[config.mk]
export PLATFORM = sky130hd
export DESIGN_NAME = eor_cordic_stage
export DESIGN_NICKNAME = d
export VERILOG_FILES = /design/src/hdl/eor_pkg.sv /design/src/hdl/eor_cordic_stage.sv
export SDC_FILE = /design/constraint.sdc
export NUM_CORES = 1
export LEC_CHECK = 0
export BUFFER_PORTS_ARGS = -buffer_cell sky130_fd_sc_hd__buf_2
export CAP_MARGIN = 20
export CORE_MARGIN = 4
export CORE_UTILIZATION = 59
export DETAILED_ROUTE_END_ITERATION = 12
export PLACE_DENSITY = 0.87
export SYNTH_ARGS = -nofsm -noshare
export SYNTH_HDL_FRONTEND = slang
export SYNTH_SLANG_ARGS = --single-unit
[constraint.sdc]
create_clock -name clk -period 5.8 [get_ports clk]
set_clock_uncertainty 0.05 [all_clocks]
set_input_delay 1.16 -clock clk [delete_from_list [all_inputs] [get_ports clk]]
set_output_delay 1.16 -clock clk [all_outputs]
set_load 0.03 [all_outputs]
[src/hdl/eor_pkg.sv]
// ----------------------------------------------------------------------------
// eor_pkg
// Shared constants and the arctangent step table for the elliptical offset
// rotator datapath.
// ----------------------------------------------------------------------------
package eor_pkg;

  // field and register widths fixed by the interface
  localparam int ANGLE_W       = 16;
  localparam int AXIS_RATIO_W  = 17;
  localparam int INV_RATIO_W   = 23;
  localparam int CFG_DATA_W    = 23;
  localparam int CFG_IDX_W     = 1;

  // register indexes on the configuration port
  localparam logic [CFG_IDX_W-1:0] CFG_IDX_AXIS_RATIO = 1'b0;
  localparam logic [CFG_IDX_W-1:0] CFG_IDX_INV_RATIO  = 1'b1;

  // register reset values
  localparam logic [AXIS_RATIO_W-1:0] AXIS_RATIO_RST = 17'd56158;
  localparam logic [INV_RATIO_W-1:0]  INV_RATIO_RST  = 23'd76479;

  // extra fraction bits carried through the rotation
  localparam int GUARD_BITS = 8;

  // angle accumulator, 2^32 units per turn plus headroom
  localparam int ZW = 34;

  // 1/K in Q0.32
  localparam logic [31:0] INV_GAIN_Q32 = 32'h9B74_EDA8;

  // half an lsb for the 16-bit fraction drops
  localparam logic [15:0] HALF_Q16 = 16'h8000;

  // atan(2^-i) in units of 2^-32 turn
  function automatic logic [31:0] atan_entry(input logic [4:0] idx);
    logic [31:0] val;
    case (idx)
      5'd0:    val = 32'h2000_0000;
      5'd1:    val = 32'h12E4_051E;
      5'd2:    val = 32'h09FB_385B;
      5'd3:    val = 32'h0511_11D4;
      5'd4:    val = 32'h028B_0D43;
      5'd5:    val = 32'h0145_D7E1;
      5'd6:    val = 32'h00A2_F61E;
      5'd7:    val = 32'h0051_7C55;
      5'd8:    val = 32'h0028_BE53;
      5'd9:    val = 32'h0014_5F2F;
      5'd10:   val = 32'h000A_2F98;
      5'd11:   val = 32'h0005_17CC;
      5'd12:   val = 32'h0002_8BE6;
      5'd13:   val = 32'h0001_45F3;
      5'd14:   val = 32'h0000_A2F9;
      5'd15:   val = 32'h0000_517C;
      5'd16:   val = 32'h0000_28BE;
      5'd17:   val = 32'h0000_145F;
      5'd18:   val = 32'h0000_0A2F;
      5'd19:   val = 32'h0000_0517;
      5'd20:   val = 32'h0000_028B;
      5'd21:   val = 32'h0000_0145;
      5'd22:   val = 32'h0000_00A2;
      5'd23:   val = 32'h0000_0051;
      5'd24:   val = 32'h0000_0028;
      5'd25:   val = 32'h0000_0014;
      5'd26:   val = 32'h0000_000A;
      5'd27:   val = 32'h0000_0005;
      5'd28:   val = 32'h0000_0002;
      5'd29:   val = 32'h0000_0001;
      default: val = 32'h0000_0000;
    endcase
    return val;
  endfunction

endpackage

[src/hdl/eor_cordic_stage.sv]
// ----------------------------------------------------------------------------
// eor_cordic_stage
// One registered micro-rotation of the CORDIC pipeline, driven by the sign
// of the residual angle.
// ----------------------------------------------------------------------------
module eor_cordic_stage
  import eor_pkg::*;
#(
  parameter int DW    = 36,
  parameter int STAGE = 0
) (
  input  logic                 clk,
  input  logic                 rst_n,
  input  logic                 valid_in,
  input  logic signed [DW-1:0] x_in,
  input  logic signed [DW-1:0] y_in,
  input  logic signed [ZW-1:0] z_in,
  output logic                 valid_out,
  output logic signed [DW-1:0] x_out,
  output logic signed [DW-1:0] y_out,
  output logic signed [ZW-1:0] z_out
);

  localparam logic [31:0] ATAN_STEP = atan_entry(5'(STAGE));
  localparam logic signed [ZW-1:0] ATAN_Z = $signed(ZW'(ATAN_STEP));

  logic                 valid_r;
  logic signed [DW-1:0] x_r, x_nxt;
  logic signed [DW-1:0] y_r, y_nxt;
  logic signed [ZW-1:0] z_r, z_nxt;
  logic signed [DW-1:0] dx, dy;

  always_comb begin
    // arithmetic shift floors, as the rotation expects
    dx = y_in >>> STAGE;
    dy = x_in >>> STAGE;
    if (!z_in[ZW-1]) begin
      x_nxt = x_in - dx;
      y_nxt = y_in + dy;
      z_nxt = z_in - ATAN_Z;
    end else begin
      x_nxt = x_in + dx;
      y_nxt = y_in - dy;
      z_nxt = z_in + ATAN_Z;
    end
  end

  always_ff @(posedge clk) begin
    if (!rst_n) begin
      valid_r <= 1'b0;
    end else begin
      valid_r <= valid_in;
    end
  end

  always_ff @(posedge clk) begin
    x_r <= x_nxt;
    y_r <= y_nxt;
    z_r <= z_nxt;
  end

  assign valid_out = valid_r;
  assign x_out     = x_r;
  assign y_out     = y_r;
  assign z_out     = z_r;

endmodule

==> metrics.txt, run 1 <==
critical hold path startpoint z_in[7]; Pwr Density 274.2 nW/µm²; Mean Syn Cell Area 7.873 µm²; maximum number of pins on one net before global-route repair 79; Slew @ Worst Pin 0.9749 ns; Post-CTS Resized 0; DR vias/cell 6.016; critical path data arrival time 4.77 ns; Root Driver clkbuf_16; worst-path fanout max 11; setup repair bufs after CTS 0; Critical Path Slowest Stage Cell a2111oi_0; DR vias 8766; Post-DRT Antenna Nets 0; Syn Inst Count 1091; critical path cell sequence buf_2 > inv_1 > ha_1 > nand2b_1 > a21oi_1 > o41ai_1 > o21ai_0 > a211oi_1 > o21ai_0 > a2111oi_0 > a31oi_1 > xnor2_1; Final TNS setup 0 ns; grt total ovfl 0; leading area contributor after synthesis dfxtp_1; Static Leak 4.892 nW; Synth Flop Type dfxtp_1; fin cells 1457; CP dominant cell by count o21ai_0; Area Growth Syn to Fin 16.40%; TritonCTS clock tree built; WL final 27.93 mm; max frequency 219.1 MHz; Clock Pin Slew Worst Setup and Hold Paths 0.08 ns; design area 9998 µm²; status complete, no violations; Setup-failing EPs final 0; initial antenna violation count 0; routed wl met3 2.986 mm; first-pass GRT wire length 42.58 mm; Tcrit/Tclk final 78.69%; crit-path max cell delay 0.64 ns; Post-Synth Adder-Cell Area 17.25%; port bufs 215; crit end category flip-flop; DP Wirelength 22.26 mm; DRC 0; Antenna diodes 0; Num CTS Buffers 9; Yosys warning total 0; Post-Syn Area 8589 µm²; syn nets 1316; clock sinks 106; top-area cell type share of the netlist area 24.71%; max_slew headroom 34.41%; H-tree Lvls 3; Hold EP z_out[7]; top cells by area, synth dfxtp_1 25%, ha_1 16%, a21oi_1 7.6%; die area 16550 µm²; Max Used Layer met4; share of cells above drive strength 1 19.97%; die width 128.7 µm; crit path kind in2reg; RSZ-0062 raised after global routing false; DRT Pass-1 Iters 6; Max-Cap Viols 0; Die H 128.7 µm; EDFF count, synth 0; multiplexer area fraction after synthesis 2.607%; sequential-to-total area share from yosys stat 24.71%; Placed Instances 1441; min cycle time layout 4.564 ns; Worst Hold Class in2reg; CP startpoint kind input port; Synth Area in Compound Gates 26.69%; DR WL met2 12.63 mm; drt initial violations 978; DR WL/cell 19.17 µm; Final Max Tran Viols 0; nets@finish 1497; vias in the first global route 8149; main combinational cell family by area after synthesis compound AO/OA/AOI/OAI gates; clock buffer depth 2; Hold Buf Count CTS 0; Synth Area in XOR/XNOR 6.934%; M1 WL 11.36 mm; I/O pins 216; hold path depth 1; Async S/R FF share, synth 0%; total core area 14100 µm²; # rows 43; endpoints failing hold 0; placed instance area 9703 µm²; Peak supply drop 0.1611 mV; Synth Area in Simple Gates 14.39%; Worst EP required 6.01 ns; total track usage 32.12%; starting density of the core 60.94%; GPL Wtd Cong 1.031; number of distinct library cells after synthesis 79; synthesized flop and latch total 106; final hold slack 0.8396 ns
==> metrics by stage <==
step	utilization (%)	worst slack, ns	power, mW
2_1_floorplan	-	2.269	1.746
3_3_place_gp	68.84	1.113	2.100
3_5_place_dp	68.84	1.181	2.108
4_1_cts	70.93	1.521	2.728
5_1_grt	70.93	1.184	2.871
6_report	70.93	1.236	2.742
==> placed cells by master (no fill, tap or decap), types with 4 or more instances in the layout <==
cell and n:
o21bai_1 23, clkbuf_16 9, o22ai_1 4, nand4_1 18
o21ai_0 65, o21a_1 16, a21o_1 28, nand2b_1 11
buf_2 215, inv_1 110, a31oi_1 9, o31ai_1 8
nand3_1 21, o221ai_1 4, nor2_1 92, nor2b_1 13
nand2_1 56, mux2i_1 19, xor2_1 8, nor4_1 9
a2111oi_0 4, xnor2_1 60, or3_1 6, fa_1 4
a21oi_1 131, a211oi_1 7, o211ai_1 8, nor3_1 19
dfxtp_1 106, ha_1 112
==> registers in the layout (all words and copies together) (netlist names) <==
name       count
y_out         35
x_out         36
z_out         34
valid_out      1
==> cell usage after synthesis (7+ instances only) <==
master / n
o21ai_0: 65
nand2b_1: 11
ha_1: 112
a21o_1: 28
buf_2: 8
nand2_1: 56
nor2_1: 92
nand4_1: 18
nor3_1: 19
a21oi_1: 131
nand3_1: 21
xor2_1: 8
nor4_1: 9
xnor2_1: 60
inv_1: 111
clkbuf_1: 29
o31ai_1: 8
nor2b_1: 13
mux2i_1: 19
o21a_1: 16
o21bai_1: 23
o211ai_1: 8
a31oi_1: 9
a211oi_1: 7
dfxtp_1: 106
==> kinds of logic (layout without fill, tap and decap cells) <==
| kind of cell | Yosys count | in the layout |
|---|---|---|
| xor gates and xnor gates | 68 | 68 |
| DFF | 106 | 106 |
| adders and majority gates | 116 | 116 |
| buffers and inverters | 162 | 348 |
| and+or+nand+nor | 261 | 261 |
| muxes | 22 | 22 |
| AOI/OAI and AO/OA | 356 | 356 |
==> layer usage <==
metal,track usage (%),up-vias
met5,0,-
met3,7.223,69
li1,-,4174
met1,42.11,3993
met4,11.61,0
met2,51.92,530
==> critical path, delay by kind of cell <==
| kind | cells | cell delay, ns |
|---|---|---|
| xor gates and xnor gates | 1 | 0.19 |
| AOI/OAI and AO/OA | 7 | 2.65 |
| buffers and inverters | 2 | 0.16 |
| and+or+nand+nor | 1 | 0.18 |
| adders and majority gates | 1 | 0.44 |
==> report_power, final <==
group / internal [mW] / switching, mW
sequential: 0.864 / 0.0390
combinational: 0.387 / 0.824
clock: 0.304 / 0.323
total: 1.56 / 1.19
==> worst max-delay path by stage <==
stage                       start   endpoint  slack, ns  depth (start not counted)
after detailed placement  x_in[3]  x_out[32]       1.18                         12
after CTS                 x_in[3]  x_out[32]       1.52                         12
after global routing      x_in[3]  x_out[32]       1.18                         12
final                     x_in[2]  x_out[32]       1.24                         12
after floorplan           x_in[0]  x_out[34]       2.27                         12
after global placement    x_in[2]  x_out[32]       1.11                         12
==> final cells by class <==
class,instances,area [µm²]
inverter,114,427.9
fill,1187,4098
clock inverter,7,70.07
multi-input combinational,823,5829
sequential,106,2122
clock buffer,9,225.2
timing repair buffer,218,1099
tap,180,225.2
Note: power is estimated with default switching activity, not from simulation.
==> run 2, diff against run 1 <==
--- a/config.mk
+++ b/config.mk
@@ -5,12 +5,13 @@
 export SDC_FILE = /design/constraint.sdc
 export NUM_CORES = 1
 export LEC_CHECK = 0
+export ABC_AREA = 1
 export BUFFER_PORTS_ARGS = -buffer_cell sky130_fd_sc_hd__buf_2
 export CAP_MARGIN = 20
 export CORE_MARGIN = 4
-export CORE_UTILIZATION = 59
+export CORE_UTILIZATION = 51
 export DETAILED_ROUTE_END_ITERATION = 12
-export PLACE_DENSITY = 0.87
+export PLACE_DENSITY = 0.78
 export SYNTH_ARGS = -nofsm -noshare
 export SYNTH_HDL_FRONTEND = slang
 export SYNTH_SLANG_ARGS = --single-unit
==> constraint.sdc (replaced) <==
create_clock -name clk -period 3.9 [get_ports clk]
set_clock_uncertainty 0.05 [all_clocks]
set_input_delay 0.78 -clock clk [delete_from_list [all_inputs] [get_ports clk]]
set_output_delay 0.78 -clock clk [all_outputs]
set_load 0.03 [all_outputs]
==> run 2 against run 1 <==
  * Area after synthesis grew 21%
  * Highest routed layer is now met5
  * Sequential share of layout area down 3.3 points
  * Critical path depth shrank 1
  * Design area rose by 19%
==> metrics.txt, run 2 <==
min cycle time layout 2.852 ns; Async S/R FF share, synth 0%; Post-DRT Antenna Nets 0; max_slew headroom 46.45%; status complete, no violations; # rows 52; TritonCTS clock tree built; total core area 20170 µm²; share of cells above drive strength 1 13.88%; hold path depth 1; Yosys warning total 0; Antenna diodes 0; setup repair bufs after CTS 0; combinational share of power 46.2%; design area 11850 µm²; sequential-to-total area share from yosys stat 20.35%; pre-CTS setup slack 0.7112 ns; final setup margin 1.048 ns; clock sinks 106; vias in the first global route 10627; commonest non-fill, non-tap cell in the layout nand2_1; Core Util, Final 58.75%; endpoints failing hold 0; EDFF count, synth 0; Post-Syn Area 10430 µm²; syn nets 1988; Area Growth Syn to Fin 13.63%; Placed Instances 2206; starting density of the core 51.70%; number of distinct library cells after synthesis 36; Static Leak 6.858 nW; Post-CTS Resized 0; Mean Syn Cell Area 5.915 µm²; GPL Wtd Cong 1.050; Int Pwr 2.233 mW; DRT Pass-1 Iters 8; die width 151.0 µm; Commonest cells post-synth 574 x nand2_1, 296 x inv_1, 160 x nand3_1; Worst EP required 4.07 ns; maximum number of pins on one net before global-route repair 68; DR WL/cell 16.59 µm; Peak supply drop 0.1959 mV; first-pass GRT wire length 55.67 mm; Final TNS setup 0 ns; crit end category flip-flop; Tcrit/Tclk final 73.14%; total power 4.103 mW; Clock Power Share 22.5%; H-tree Lvls 3; leading area contributor after synthesis nand2_1; I/O pins 216; Max-Cap Viols 0; clock buffer depth 2; critical path data arrival time 3.03 ns; max frequency 350.6 MHz; DRC 0; DR vias/cell 5.313; Hold EP z_out[3]; initial antenna violation count 1; drt initial violations 1237; worst-path fanout max 12; Num CTS Buffers 9; WL final 36.86 mm; top cells by area, synth nand2_1 21%, dfxtp_1 20%, ha_1 13%; Setup-failing EPs final 0; fin cells 2222; CP startpoint kind input port; crit path kind in2reg; most frequent cells in the layout 574 x nand2_1, 295 x inv_1, 215 x buf_2, 160 x nand3_1, 139 x nor2_1; Root Driver clkbuf_16; switch share 45.59%; max reg flops 36; synthesized flop and latch total 106; top-area cell type share of the netlist area 20.66%; sequential power share 31.3%; DP Wirelength 31.14 mm; RSZ-0062 raised after global routing false; Die H 151.0 µm; Psw 1.870 mW; total track usage 31.54%; grt total ovfl 0; nets@finish 2172; Final Max Tran Viols 0; Pwr Density 346.3 nW/µm²; Clock Pin Slew Worst Setup and Hold Paths 0.09 ns; Worst Hold Class in2reg; count leader, synth nand2_1; FILL cells 2083; die area 22800 µm²; port bufs 215; placed instance area 11560 µm²; DR vias 11806; Hold Buf Count CTS 0; Syn Inst Count 1763; Slew @ Worst Pin 0.8033 ns; Synth Flop Type dfxtp_1; final hold slack 0.4589 ns; critical hold path startpoint z_in[3]
-- run 2: cell count changes in the layout (fill, tap and decap cells not counted), moves of 13 or more --
cell,delta
a21o_1,-28
a21oi_1,-14
inv_1,+185
mux2i_1,-19
nand2_1,+518
nand3_1,+139
nor2_1,+47
nor2b_1,-13
o21a_1,-13
xnor2_1,-57
xor2_1,+18
-- run 2: how the worst max path moves through the flow --
stage          startpoint   endpoint  slack (ns)  depth (start not counted)
2_1_floorplan     x_in[0]  x_out[32]        1.51                         15
3_3_place_gp     x_in[11]  x_out[15]        0.71                         11
3_5_place_dp      x_in[9]  x_out[15]        0.71                         11
4_1_cts           x_in[9]  x_out[15]        1.08                         11
5_1_grt           x_in[9]  x_out[15]        0.92                         11
6_report         x_in[10]  x_out[15]        1.05                         11
-- run 2: worst max-delay path: stages --
cell and delay (ns):
buf_2 0.10, inv_1 0.06, ha_1 0.56, nand2_1 0.24, nor2_1 0.32, inv_1 0.07, nor2_1 0.14, nand2_1 0.09
nand2_1 0.18, nor2_1 0.07, o31ai_1 0.40
-- run 2: kinds of logic after synthesis --
group	share of synthesized area [%]
and+or+nand+nor	36.81
buffers and inverters	14.01
AOI/OAI and AO/OA	12.18
adders and majority gates	14.21
DFF	20.35
xor gates and xnor gates	2.436
-- run 2: metal layers --
layer | GRT usage [%] | vias to the layer above | routed length, µm
li1 | - | 5844 | -
met1 | 43.89 | 5263 | 15990
met2 | 50.41 | 641 | 16040
met3 | 4.967 | 56 | 3874
met4 | 9.293 | 2 | 946
met5 | 0 | - | 7
-- run 2: area by class of cell --
cell class	count	area [µm²]	share of cell area, %
well taps	270	337.8	2.851
multi-input cells	1308	6844	57.76
clock buffers	10	229.0	1.932
clock inverters	6	57.56	0.4857
repair buffers	223	1136	9.588
flip-flops and latches	106	2122	17.91
inverters	299	1122	9.472
-- run 2: power by group through the flow --
stage               combinational (mW)  sequential [mW]  clock, mW
floorplan                        0.970             1.63          0
CTS                               1.87             1.29      0.950
global placement                  1.85             1.30          0
global route                      2.07             1.30      0.983
detailed placement                1.86             1.31          0
finish                            1.90             1.28      0.923
